File: src/sv/bile_pkg.sv
// Shared types and constants of the bounded integer list engine.
`default_nettype none
package bile_pkg;

   localparam int unsigned DataWidth  = 32;
   localparam int unsigned OpWidth    = 3;
   localparam int unsigned StatWidth  = 2;
   localparam int unsigned PosWidth   = 7;
   localparam int unsigned ReqTdataW  = 40;
   localparam int unsigned RspTdataW  = 48;

   typedef enum logic [OpWidth-1:0] {
      OP_INS_FRONT  = 3'd0,
      OP_INS_BACK   = 3'd1,
      OP_INS_SORTED = 3'd2,
      OP_RM_FRONT   = 3'd3,
      OP_RM_BACK    = 3'd4,
      OP_RM_VALUE   = 3'd5,
      OP_SEARCH     = 3'd6,
      OP_DUMP       = 3'd7
   } op_type;

   typedef enum logic [StatWidth-1:0] {
      ST_OK        = 2'd0,
      ST_EMPTY     = 2'd1,
      ST_NOT_FOUND = 2'd2,
      ST_FULL      = 2'd3
   } status_type;

   typedef enum logic [3:0] {
      S_IDLE,
      S_SCAN_RD,
      S_SCAN_EV,
      S_SHUP,
      S_SHUP_WR,
      S_RM_RD,
      S_RM_EV,
      S_SHDN,
      S_SHDN_WR,
      S_DUMP_RD,
      S_DUMP_EV,
      S_DUMP_OUT,
      S_RESP
   } state_type;

endpackage
`default_nettype wire

File: src/sv/bounded_integer_list_engine_top.sv
// Top level of the bounded integer list engine: sequencer, entry memory and result register.
//
//  channel | dir | handshake            | payload
//  req     | in  | req_tvalid/tready    | tdata: opcode, value
//  rsp     | out | rsp_tvalid/tready    | tdata: status, position, entry_value, entry_count;
//          |     |                      | tlast: last
//
// One item at a time; req_tready is high only in the idle state.
// Each list element touched takes a read on the single memory read port:
// insert and remove shift the entries from the position onward, search scans from
// the front, dump returns one result per entry, and each result waits on rsp_tready.
// Synchronous reset empties the list; memory contents need no clearing.
// A stalled result holds the sequencer; nothing is dropped.
`default_nettype none
module bounded_integer_list_engine_top #(
   parameter int unsigned CAPACITY = 16
) (
   input  wire logic                                clock,
   input  wire logic                                reset,
   input  wire logic                                req_tvalid,
   output logic                                     req_tready,
   // [2:0] opcode, [34:3] value, [39:35] zero
   input  wire logic [bile_pkg::ReqTdataW-1:0]      req_tdata,
   output logic                                     rsp_tvalid,
   input  wire logic                                rsp_tready,
   // [1:0] status, [8:2] position, [40:9] entry_value, [47:41] entry_count
   output logic [bile_pkg::RspTdataW-1:0]           rsp_tdata,
   output logic                                     rsp_tlast
);

   localparam int unsigned CW = $clog2(CAPACITY + 1);
   localparam int unsigned AW = (CAPACITY > 1) ? $clog2(CAPACITY) : 1;

   bile_pkg::state_type  state_ff, state_in;
   bile_pkg::op_type     op_ff, op_in;
   logic signed [bile_pkg::DataWidth-1:0] value_ff, value_in;
   logic [CW-1:0]        count_ff, count_in;
   logic [CW-1:0]        ptr_ff, ptr_in;
   logic [CW-1:0]        idx_ff, idx_in;
   bile_pkg::status_type status_ff, status_in;
   logic [bile_pkg::PosWidth-1:0] pos_ff, pos_in;
   logic signed [bile_pkg::DataWidth-1:0] eval_ff, eval_in;
   logic                 last_ff, last_in;

   logic signed [bile_pkg::DataWidth-1:0] mem [CAPACITY];
   logic signed [bile_pkg::DataWidth-1:0] rd_data_ff;
   logic                 rd_en, wr_en;
   logic [AW-1:0]        rd_addr, wr_addr;
   logic signed [bile_pkg::DataWidth-1:0] wr_data;

   logic [CW-1:0] ptr_inc, ptr_dec;
   logic          is_full, is_empty, scan_end, shdn_end, req_hs, rsp_hs;
   bile_pkg::op_type req_op;

   assign ptr_inc  = ptr_ff + CW'(1);
   assign ptr_dec  = ptr_ff - CW'(1);
   assign is_full  = (count_ff == CW'(CAPACITY));
   assign is_empty = (count_ff == '0);
   assign scan_end = (ptr_ff == count_ff);
   assign shdn_end = (ptr_inc >= count_ff);
   assign req_op   = bile_pkg::op_type'(req_tdata[bile_pkg::OpWidth-1:0]);
   assign req_hs   = req_tvalid && req_tready;
   assign rsp_hs   = rsp_tvalid && rsp_tready;

   assign req_tready = (state_ff == bile_pkg::S_IDLE);
   assign rsp_tvalid = (state_ff == bile_pkg::S_RESP) || (state_ff == bile_pkg::S_DUMP_OUT);
   assign rsp_tlast  = last_ff;
   assign rsp_tdata  = {bile_pkg::PosWidth'(count_ff), eval_ff, pos_ff, status_ff};

   always_comb begin
      state_in = state_ff;
      case (state_ff)
         bile_pkg::S_IDLE: begin
            if (req_hs) begin
               case (req_op)
                  bile_pkg::OP_INS_FRONT,
                  bile_pkg::OP_INS_BACK:   state_in = is_full ? bile_pkg::S_RESP
                                                              : bile_pkg::S_SHUP;
                  bile_pkg::OP_INS_SORTED: state_in = is_full ? bile_pkg::S_RESP
                                                              : bile_pkg::S_SCAN_RD;
                  bile_pkg::OP_RM_FRONT,
                  bile_pkg::OP_RM_BACK:    state_in = is_empty ? bile_pkg::S_RESP
                                                               : bile_pkg::S_RM_RD;
                  bile_pkg::OP_RM_VALUE:   state_in = is_empty ? bile_pkg::S_RESP
                                                               : bile_pkg::S_SCAN_RD;
                  bile_pkg::OP_SEARCH:     state_in = bile_pkg::S_SCAN_RD;
                  bile_pkg::OP_DUMP:       state_in = is_empty ? bile_pkg::S_RESP
                                                               : bile_pkg::S_DUMP_RD;
                  default:                 state_in = bile_pkg::S_RESP;
               endcase
            end
         end
         bile_pkg::S_SCAN_RD: begin
            if (!scan_end) begin
               state_in = bile_pkg::S_SCAN_EV;
            end else if (op_ff == bile_pkg::OP_INS_SORTED) begin
               state_in = bile_pkg::S_SHUP;
            end else begin
               state_in = bile_pkg::S_RESP;
            end
         end
         bile_pkg::S_SCAN_EV: begin
            if (op_ff == bile_pkg::OP_INS_SORTED) begin
               state_in = (rd_data_ff < value_ff) ? bile_pkg::S_SCAN_RD : bile_pkg::S_SHUP;
            end else if (rd_data_ff == value_ff) begin
               state_in = (op_ff == bile_pkg::OP_SEARCH) ? bile_pkg::S_RESP : bile_pkg::S_SHDN;
            end else begin
               state_in = bile_pkg::S_SCAN_RD;
            end
         end
         bile_pkg::S_SHUP:     state_in = (ptr_ff == idx_ff) ? bile_pkg::S_RESP
                                                             : bile_pkg::S_SHUP_WR;
         bile_pkg::S_SHUP_WR:  state_in = bile_pkg::S_SHUP;
         bile_pkg::S_RM_RD:    state_in = bile_pkg::S_RM_EV;
         bile_pkg::S_RM_EV:    state_in = bile_pkg::S_SHDN;
         bile_pkg::S_SHDN:     state_in = shdn_end ? bile_pkg::S_RESP : bile_pkg::S_SHDN_WR;
         bile_pkg::S_SHDN_WR:  state_in = bile_pkg::S_SHDN;
         bile_pkg::S_DUMP_RD:  state_in = bile_pkg::S_DUMP_EV;
         bile_pkg::S_DUMP_EV:  state_in = bile_pkg::S_DUMP_OUT;
         bile_pkg::S_DUMP_OUT: begin
            if (rsp_hs) begin
               state_in = last_ff ? bile_pkg::S_IDLE : bile_pkg::S_DUMP_RD;
            end
         end
         bile_pkg::S_RESP:     state_in = rsp_hs ? bile_pkg::S_IDLE : bile_pkg::S_RESP;
         default:              state_in = bile_pkg::S_IDLE;
      endcase
   end

   always_comb begin
      op_in     = op_ff;
      value_in  = value_ff;
      count_in  = count_ff;
      ptr_in    = ptr_ff;
      idx_in    = idx_ff;
      status_in = status_ff;
      pos_in    = pos_ff;
      eval_in   = eval_ff;
      last_in   = last_ff;
      rd_en     = 1'b0;
      rd_addr   = ptr_ff[AW-1:0];
      wr_en     = 1'b0;
      wr_addr   = ptr_ff[AW-1:0];
      wr_data   = rd_data_ff;
      case (state_ff)
         bile_pkg::S_IDLE: begin
            if (req_hs) begin
               op_in     = req_op;
               value_in  = req_tdata[bile_pkg::OpWidth +: bile_pkg::DataWidth];
               status_in = bile_pkg::ST_OK;
               pos_in    = '0;
               eval_in   = '0;
               last_in   = 1'b1;
               ptr_in    = '0;
               idx_in    = '0;
               case (req_op)
                  bile_pkg::OP_INS_FRONT,
                  bile_pkg::OP_INS_BACK: begin
                     ptr_in = count_ff;
                     idx_in = (req_op == bile_pkg::OP_INS_BACK) ? count_ff : '0;
                     if (is_full) begin
                        status_in = bile_pkg::ST_FULL;
                     end
                  end
                  bile_pkg::OP_INS_SORTED: begin
                     if (is_full) begin
                        status_in = bile_pkg::ST_FULL;
                     end
                  end
                  bile_pkg::OP_RM_FRONT,
                  bile_pkg::OP_RM_BACK: begin
                     idx_in = (req_op == bile_pkg::OP_RM_BACK) ? count_ff - CW'(1) : '0;
                     if (is_empty) begin
                        status_in = bile_pkg::ST_EMPTY;
                     end
                  end
                  bile_pkg::OP_RM_VALUE,
                  bile_pkg::OP_DUMP: begin
                     if (is_empty) begin
                        status_in = bile_pkg::ST_EMPTY;
                     end
                  end
                  default: ;
               endcase
            end
         end
         bile_pkg::S_SCAN_RD: begin
            if (!scan_end) begin
               rd_en = 1'b1;
            end else if (op_ff == bile_pkg::OP_INS_SORTED) begin
               idx_in = count_ff;
            end else begin
               status_in = bile_pkg::ST_NOT_FOUND;
            end
         end
         bile_pkg::S_SCAN_EV: begin
            if (op_ff == bile_pkg::OP_INS_SORTED) begin
               if (rd_data_ff < value_ff) begin
                  ptr_in = ptr_inc;
               end else begin
                  idx_in = ptr_ff;
                  ptr_in = count_ff;
               end
            end else if (rd_data_ff == value_ff) begin
               if (op_ff == bile_pkg::OP_SEARCH) begin
                  pos_in = bile_pkg::PosWidth'(ptr_inc);
               end else begin
                  eval_in = rd_data_ff;
               end
            end else begin
               ptr_in = ptr_inc;
            end
         end
         bile_pkg::S_SHUP: begin
            if (ptr_ff == idx_ff) begin
               wr_en    = 1'b1;
               wr_addr  = idx_ff[AW-1:0];
               wr_data  = value_ff;
               count_in = count_ff + CW'(1);
            end else begin
               rd_en   = 1'b1;
               rd_addr = ptr_dec[AW-1:0];
            end
         end
         bile_pkg::S_SHUP_WR: begin
            wr_en  = 1'b1;
            ptr_in = ptr_dec;
         end
         bile_pkg::S_RM_RD: begin
            rd_en   = 1'b1;
            rd_addr = idx_ff[AW-1:0];
            ptr_in  = idx_ff;
         end
         bile_pkg::S_RM_EV: eval_in = rd_data_ff;
         bile_pkg::S_SHDN: begin
            if (shdn_end) begin
               count_in = count_ff - CW'(1);
            end else begin
               rd_en   = 1'b1;
               rd_addr = ptr_inc[AW-1:0];
            end
         end
         bile_pkg::S_SHDN_WR: begin
            wr_en  = 1'b1;
            ptr_in = ptr_inc;
         end
         bile_pkg::S_DUMP_RD: rd_en = 1'b1;
         bile_pkg::S_DUMP_EV: begin
            eval_in = rd_data_ff;
            pos_in  = bile_pkg::PosWidth'(ptr_inc);
            last_in = (ptr_inc == count_ff);
         end
         bile_pkg::S_DUMP_OUT: begin
            if (rsp_hs) begin
               ptr_in = ptr_inc;
            end
         end
         default: ;
      endcase
   end

   always_ff @(posedge clock) begin
      if (wr_en) begin
         mem[wr_addr] <= wr_data;
      end
      if (rd_en) begin
         rd_data_ff <= mem[rd_addr];
      end
   end

   always_ff @(posedge clock) begin
      if (reset) begin
         state_ff <= bile_pkg::S_IDLE;
         count_ff <= '0;
         last_ff  <= 1'b1;
      end else begin
         state_ff <= state_in;
         count_ff <= count_in;
         last_ff  <= last_in;
      end
   end

   always_ff @(posedge clock) begin
      op_ff     <= op_in;
      value_ff  <= value_in;
      ptr_ff    <= ptr_in;
      idx_ff    <= idx_in;
      status_ff <= status_in;
      pos_ff    <= pos_in;
      eval_ff   <= eval_in;
   end

   a_count_bound: assert property (@(posedge clock) disable iff (reset)
      count_ff <= CW'(CAPACITY))
      else $error("entry count above capacity");

   a_one_side: assert property (@(posedge clock) disable iff (reset)
      rsp_tvalid |-> !req_tready)
      else $error("request taken while a result is pending");

   a_count_idle_only: assert property (@(posedge clock) disable iff (reset)
      req_hs |=> $stable(count_ff))
      else $error("count changed right after accept");

   a_dump_last: assert property (@(posedge clock) disable iff (reset)
      (state_ff == bile_pkg::S_DUMP_OUT) |->
         (last_ff == (pos_ff == bile_pkg::PosWidth'(count_ff))))
      else $error("dump last mark does not match final position");

endmodule
`default_nettype wire
File: config.mk
export PLATFORM = sky130hd
export DESIGN_NAME = bounded_integer_list_engine_top
export DESIGN_NICKNAME = d
export VERILOG_FILES = /design/src/sv/bile_pkg.sv /design/src/sv/bounded_integer_list_engine_top.sv
export SDC_FILE = /design/constraint.sdc
export NUM_CORES = 1
export LEC_CHECK = 0
export ABC_AREA = 1
export BUFFER_PORTS_ARGS = -buffer_cell sky130_fd_sc_hd__buf_2
export CORE_MARGIN = 2
export CORE_UTILIZATION = 45
export DETAILED_ROUTE_END_ITERATION = 7
export GPL_ROUTABILITY_DRIVEN = 0
export HOLD_SLACK_MARGIN = 0.12
export PLACE_DENSITY = 0.64
export SYNTH_ARGS = -nofsm -noshare
export SYNTH_HDL_FRONTEND = slang
export SYNTH_SLANG_ARGS = --single-unit
File: constraint.sdc
create_clock -name clock -period 5.5 [get_ports clock]
set_clock_uncertainty 0.05 [all_clocks]
set_input_delay 0.275 -clock clock [delete_from_list [all_inputs] [get_ports clock]]
set_output_delay 0.275 -clock clock [all_outputs]
set_load 0.05 [all_outputs]
* After elaboration in Yosys (flattened, before gate mapping)
Memories as Yosys holds them, arrays and structs flattened. A register that Yosys moved wholly into a read port is not among the register bits. Index checks and enable logic that the tools add are counted.
Cells by class: add/sub/neg operators 4, equal/unequal tests 40, multiplexer cells 72, reduce and logical (&&, ||, !) cells 30, $lt $le $gt $ge 2
Operators by type and width (count):
- $mux 32 | 6
- $pmux 32 s3 | 1
- $mux 5 | 15
- $mux 4 | 18
- $pmux 4 s12 | 1
- $eq 32x32->1 | 1
- $lt 32x32->1 | 1
- $pmux 5 s6 | 1
- $mux 7 | 4
- $ne 2x2->1 const B | 12
- $pmux 4 s6 | 1
- $pmux 7 s3 | 1
- $eq 4x4->1 const B | 5
- $pmux 5 s2 | 2
- $eq 4x3->1 const B | 4
- $eq 3x3->1 const B | 5
- $eq 5x5->1 | 3
- $pmux 5 s3 | 1
- $pmux 4 s3 | 1
- $reduce_or 2->1 | 6
- $add 5x1->5 const B | 2
- $mux 2 | 5
- $reduce_and 5->1 | 2
- $sub 5x1->5 const B | 2
- other kinds (27) | 48
Word-level totals: bits in registers 96, memory bits (writable) 512, output and inout bits 51, word-level logic and storage cells 159, input port bits 44, memories kept 1
Memory list:
- mem | words 16, bits a word 32, rd ports 1, clocked after memory_dff 1, write ports 1, line bounded_integer_list_engine_top.sv:45 | logic signed [bile_pkg::DataWidth-1:0] mem [CAPACITY];

* Logic depth before layout (Yosys ltp)
word-level depth 5, mapped depth 23, gate-level depth less buffers 20

* Worst setup path before layout
No wires, ideal clock.
path type flip-flop to flip-flop, start reg state_ff[0], end reg op_ff[0], enable pin, clock period less this slack 3555 ps, setup time 429 ps, setup slack 1945 ps, cell stages (with the launch flop) 6, arrival 3076 ps, buffers on the path 0, required time 5021 ps, cells stage by stage dfxtp_1 -> nor2_1 -> inv_1 -> nor2_1 -> inv_1 -> nor2_1
Between the ends: word-level cells in the longest chain between the ends 3
Ends and longest elaborated chain:
- start: declaration | line bounded_integer_list_engine_top.sv:34 | bile_pkg::state_type state_ff, state_in;
- start signal: assignment | line bounded_integer_list_engine_top.sv:273 | state_ff <= bile_pkg::S_IDLE;
- start signal: assignment | line bounded_integer_list_engine_top.sv:277 | state_ff <= state_in;
- $logic_not 4->1 * | line bounded_integer_list_engine_top.sv:65 | assign req_tready = (state_ff == bile_pkg::S_IDLE);
- named net req_tready | line bounded_integer_list_engine_top.sv:21 | output logic req_tready,
- $logic_and 1x1->1 | line bounded_integer_list_engine_top.sv:62 | assign req_hs = req_tvalid && req_tready;
- $reduce_and 2->1 (no line) *
- end signal: assignment | line bounded_integer_list_engine_top.sv:284 | op_ff <= op_in;
- end: declaration | line bounded_integer_list_engine_top.sv:35 | bile_pkg::op_type op_ff, op_in;
The timed path passes the listed nets; every way through them passes the cells marked *. A chain may end at the register's enable or synchronous reset.

* Worst setup path after layout
start reg ptr_ff[0], end reg rd_data_ff[11] (netlist bit) (read register of mem), data pin
Between the ends: elaborated cells on any way between the ends 12, classes of those cells 2 x add/sub; 1 x order compare; 2 x eq/ne; 7 x mux
RTL lines:
- start: declaration | line bounded_integer_list_engine_top.sv:38 | logic [CW-1:0] ptr_ff, ptr_in;
- start signal: assignment | line bounded_integer_list_engine_top.sv:286 | ptr_ff <= ptr_in;
- $sub 5x1->5 | line bounded_integer_list_engine_top.sv:56 | assign ptr_dec = ptr_ff - CW'(1);
- named net ptr_dec[0] | line bounded_integer_list_engine_top.sv:51 | logic [CW-1:0] ptr_inc, ptr_dec;
- $mux 4 | line bounded_integer_list_engine_top.sv:215 | if (ptr_ff == idx_ff) begin
- $pmux 4 s3 | line bounded_integer_list_engine_top.sv:145 | case (state_ff)
- end: declaration | line bounded_integer_list_engine_top.sv:46 | logic signed [bile_pkg::DataWidth-1:0] rd_data_ff;
The timed path passes the listed nets, and every way through them passes these cells.

==> flow_metrics.env <==
export IMPL_status="finished clean"
export IMPL_p_seq_share_pct=37.3
export IMPL_grt_usage_pct=22.4
export IMPL_power_density_nw_per_um2=586
export IMPL_area_growth_pct=15.0
export IMPL_rsz0062_at_grt="false"
export IMPL_synth_top_family_by_area="simple AND/OR/NAND/NOR gates"
export IMPL_die_area_um2=65300
export IMPL_vias=20208
export IMPL_antenna_cells=0
export IMPL_stdcell_count=3758
export IMPL_synth_simple_area_share_pct=22.4
export IMPL_synthMuxAreaShare_pct=0
export IMPL_synth_seq_area_share_pct=66.9
export IMPL_fin_crit_sh_pct=87.2
export IMPL_cp_start_kind="flip-flop"
export IMPL_hold_path_class="primary input to flip-flop"
export IMPL_yosysWarnings=0
export IMPL_fin_area_um2=32800
export IMPL_dp_cells=3595
export IMPL_start_util_pct=45.3
export IMPL_post_cts_buffers=0
export IMPL_post_route_min_period_ps=4800
export IMPL_avgSynthCellArea_um2=10.4
export IMPL_cts_sinks=638
export IMPL_first_pass_iters=6
export IMPL_max_slew_margin_pct=18.9
export IMPL_portBuffers=85
export IMPL_switching_share_pct=39.6
export IMPL_clkLatencyLatePin_ps=610
export IMPL_grt_pass1_wl_um=113000
export IMPL_tns_ps=0
export IMPL_grt_antenna_before_repair=0
export IMPL_power_uw=19200
export IMPL_cap_violations=0
export IMPL_fin_nets=2944
export IMPL_core_area_um2=62900
export IMPL_drc=0
export IMPL_synth_xor_area_share_pct=0.307
export IMPL_arrival_ps=5090
export IMPL_pwr_share_clk_pct=24.1
export IMPL_syn_area_um2=28500
export IMPL_multi_input_area_um2=7920
export IMPL_drt_antenna_violating_nets=0
export IMPL_ys_seq_elements=638
export IMPL_first_iter_violations=1848
export IMPL_power_switching_uw=7600
export IMPL_via_per_inst=5.38
export IMPL_overflow=0
export IMPL_die_h_um=256
export IMPL_cts_root_buffer="clkbuf_16"
export IMPL_dieWidth_um=256
export IMPL_nFillCells=5404
export IMPL_numCtsBuffers=69
export IMPL_async_reset_ff_share_pct=0
export IMPL_wl_per_cell_um=19.6
export IMPL_hold_buffers=39
export IMPL_std_cell_rows=92
export IMPL_drt_wl_total_um=73700
export IMPL_peakVddDrop_v=0.000536
export IMPL_dpl_hpwl_um=39200
export IMPL_synth_compound_area_share_pct=2.58
export IMPL_ctsLongestPathBuffers=3
export IMPL_p_leak_uw=0.0135
export IMPL_layout_area_seq_um2=19100
export IMPL_first_global_vias=19457
export IMPL_dpl_cell_area_um2=30100
export IMPL_io_pin_count=95
export IMPL_grt_max_degree=151
export IMPL_hold_viol=0
export IMPL_htreeDepth=3
export IMPL_cts_resized=0
export IMPL_drv_slew=0
export IMPL_drive_gt1_share_pct=9.82
export IMPL_synth_adder_area_share_pct=1.80
export IMPL_end_kind="flip-flop"
export IMPL_cts_tree="built"
export IMPL_crit_fanout=64
export IMPL_yosysUniqueCellTypes=42
export IMPL_synth_cells=2741
export IMPL_intPower_uw=11600
export IMPL_setup_viol=0
export IMPL_worst_ep_required_time_ps=5790
export IMPL_synth_edf_count=628
export IMPL_combPwrFrac_pct=38.6
export IMPL_worstMarginPinSlew_ps=1210
export IMPL_clock_fmax_mhz=208
export IMPL_clk_pin_slew_ps=60
export IMPL_crit_type="flip-flop to flip-flop"
export IMPL_synthFlopType="edfxtp_1"
-- power by group through the flow --
| stage | combinational (uW) | sequential [uW] | clock, uW |
|---|---|---|---|
| CTS | 7400 | 7170 | 4690 |
| finish | 7410 | 7170 | 4630 |
| floorplan | 4560 | 7690 | 0 |
| detailed placement | 7340 | 7260 | 0 |
| global placement | 7170 | 7250 | 0 |
| global route | 8190 | 7230 | 4880 |
-- Yosys cell counts (all sizes together) (4+ instances only) --
| library cell | count | share of area (%) |
|---|---|---|
| a211oi | 4 | 0.11 |
| a21oi | 41 | 0.73 |
| a31oi | 4 | 0.088 |
| buf | 122 | 2.1 |
| clkbuf | 30 | 0.40 |
| dfxtp | 10 | 0.70 |
| edfxtp | 628 | 66 |
| ha | 41 | 1.8 |
| inv | 267 | 3.5 |
| nand2 | 836 | 11 |
| nand3 | 539 | 9.5 |
| nand4 | 8 | 0.18 |
| nor2 | 106 | 1.4 |
| nor3 | 8 | 0.14 |
| o211ai | 4 | 0.11 |
| o21ai | 52 | 0.91 |
| o221ai | 5 | 0.15 |
| o22ai | 5 | 0.11 |
| xnor2 | 4 | 0.12 |
| xor2 | 6 | 0.18 |
-- through the flow --
stage | utilization [%] | setup slack [ps] | hold slack (ps)
floorplan | - | 1950 | 324
global placement | 47.9 | 869 | 403
detailed placement | 47.9 | 786 | 403
CTS | 52.1 | 775 | 297
global route | 52.1 | 483 | 318
finish | 52.1 | 702 | 322
-- final timing paths --
kind | to | slack [ps] | startpoint | depth (start not counted)
setup / recovery | rd_data_ff[11]$_DFFE_PP_ | 700 | ptr_ff[0]$_DFFE_PP_ | 16
hold / removal | value_ff[0]$_DFFE_PP_ | 320 | req_tdata[3] | 2
setup reg to reg | rd_data_ff[11]$_DFFE_PP_ | 700 | ptr_ff[0]$_DFFE_PP_ | 16
hold reg to reg | rsp_tlast$_SDFFE_PP1P_ | 470 | rsp_tlast$_SDFFE_PP1P_ | 2
-- placed cells by master, fill, tap and decap left out, drive strengths merged, types with 39 or more instances in the layout --
cell type	netlist	routed
nand2	836	836
buf	122	157
dlygate4sd3	0	39
inv	267	267
o21ai	52	52
ha	41	41
clkbuf	30	85
nor2	106	106
a21oi	41	41
edfxtp	628	628
nand3	539	539
-- logic make-up after synthesis --
logic type | after synthesis
simple gates | 1502
flops | 638
buf+inv | 421
compound gates | 128
fa+ha+maj | 41
xor+xnor | 10
other cells | 1
-- critical path: stages (launching register included) --
cell and delay, ps:
edfxtp_1 740, inv_2 240, o31ai_1 260, o21a_1 270, inv_1 100, ha_1 300
nand2_1 60, nor2_1 60, nand2_1 80, nand2_1 70, o21ai_0 410, nand3_2 380
a21oi_4 270, buf_4 830, nand3_1 180, nand3_1 130, nand2_1 100
-- layout make-up --
| cell class | instances | area share, % |
|---|---|---|
| flip-flops and latches | 638 | 58.2 |
| clock buffers | 85 | 5.74 |
| well taps | 846 | 3.23 |
| clock inverters | 39 | 1.14 |
| inverters | 269 | 3.10 |
| repair buffers | 196 | 4.45 |
| multi-input cells | 1685 | 24.2 |
-- registers in the layout, indices dropped and copies added, names as in the netlist, 2 cells and up --
register,count
mem,512
op_ff,3
state_ff,4
pos_ff,5
ptr_ff,5
eval_ff,32
status_ff,2
rd_data_ff,32
value_ff,32
idx_ff,5
count_ff,5
-- per-layer routing --
layer / share of wire (%) / routed length, um / GRT usage, % / vias up
met1: 40 / 29600 / 29.0 / 9664
met4: 3.4 / 2510 / 9.19 / 0
met3: 7.1 / 5250 / 2.66 / 163
met2: 49 / 36300 / 38.5 / 844
met5: 0 / 0 / 0 / -
li1: - / - / - / 9537
No activity file was read; power rests on OpenSTA's default activity.
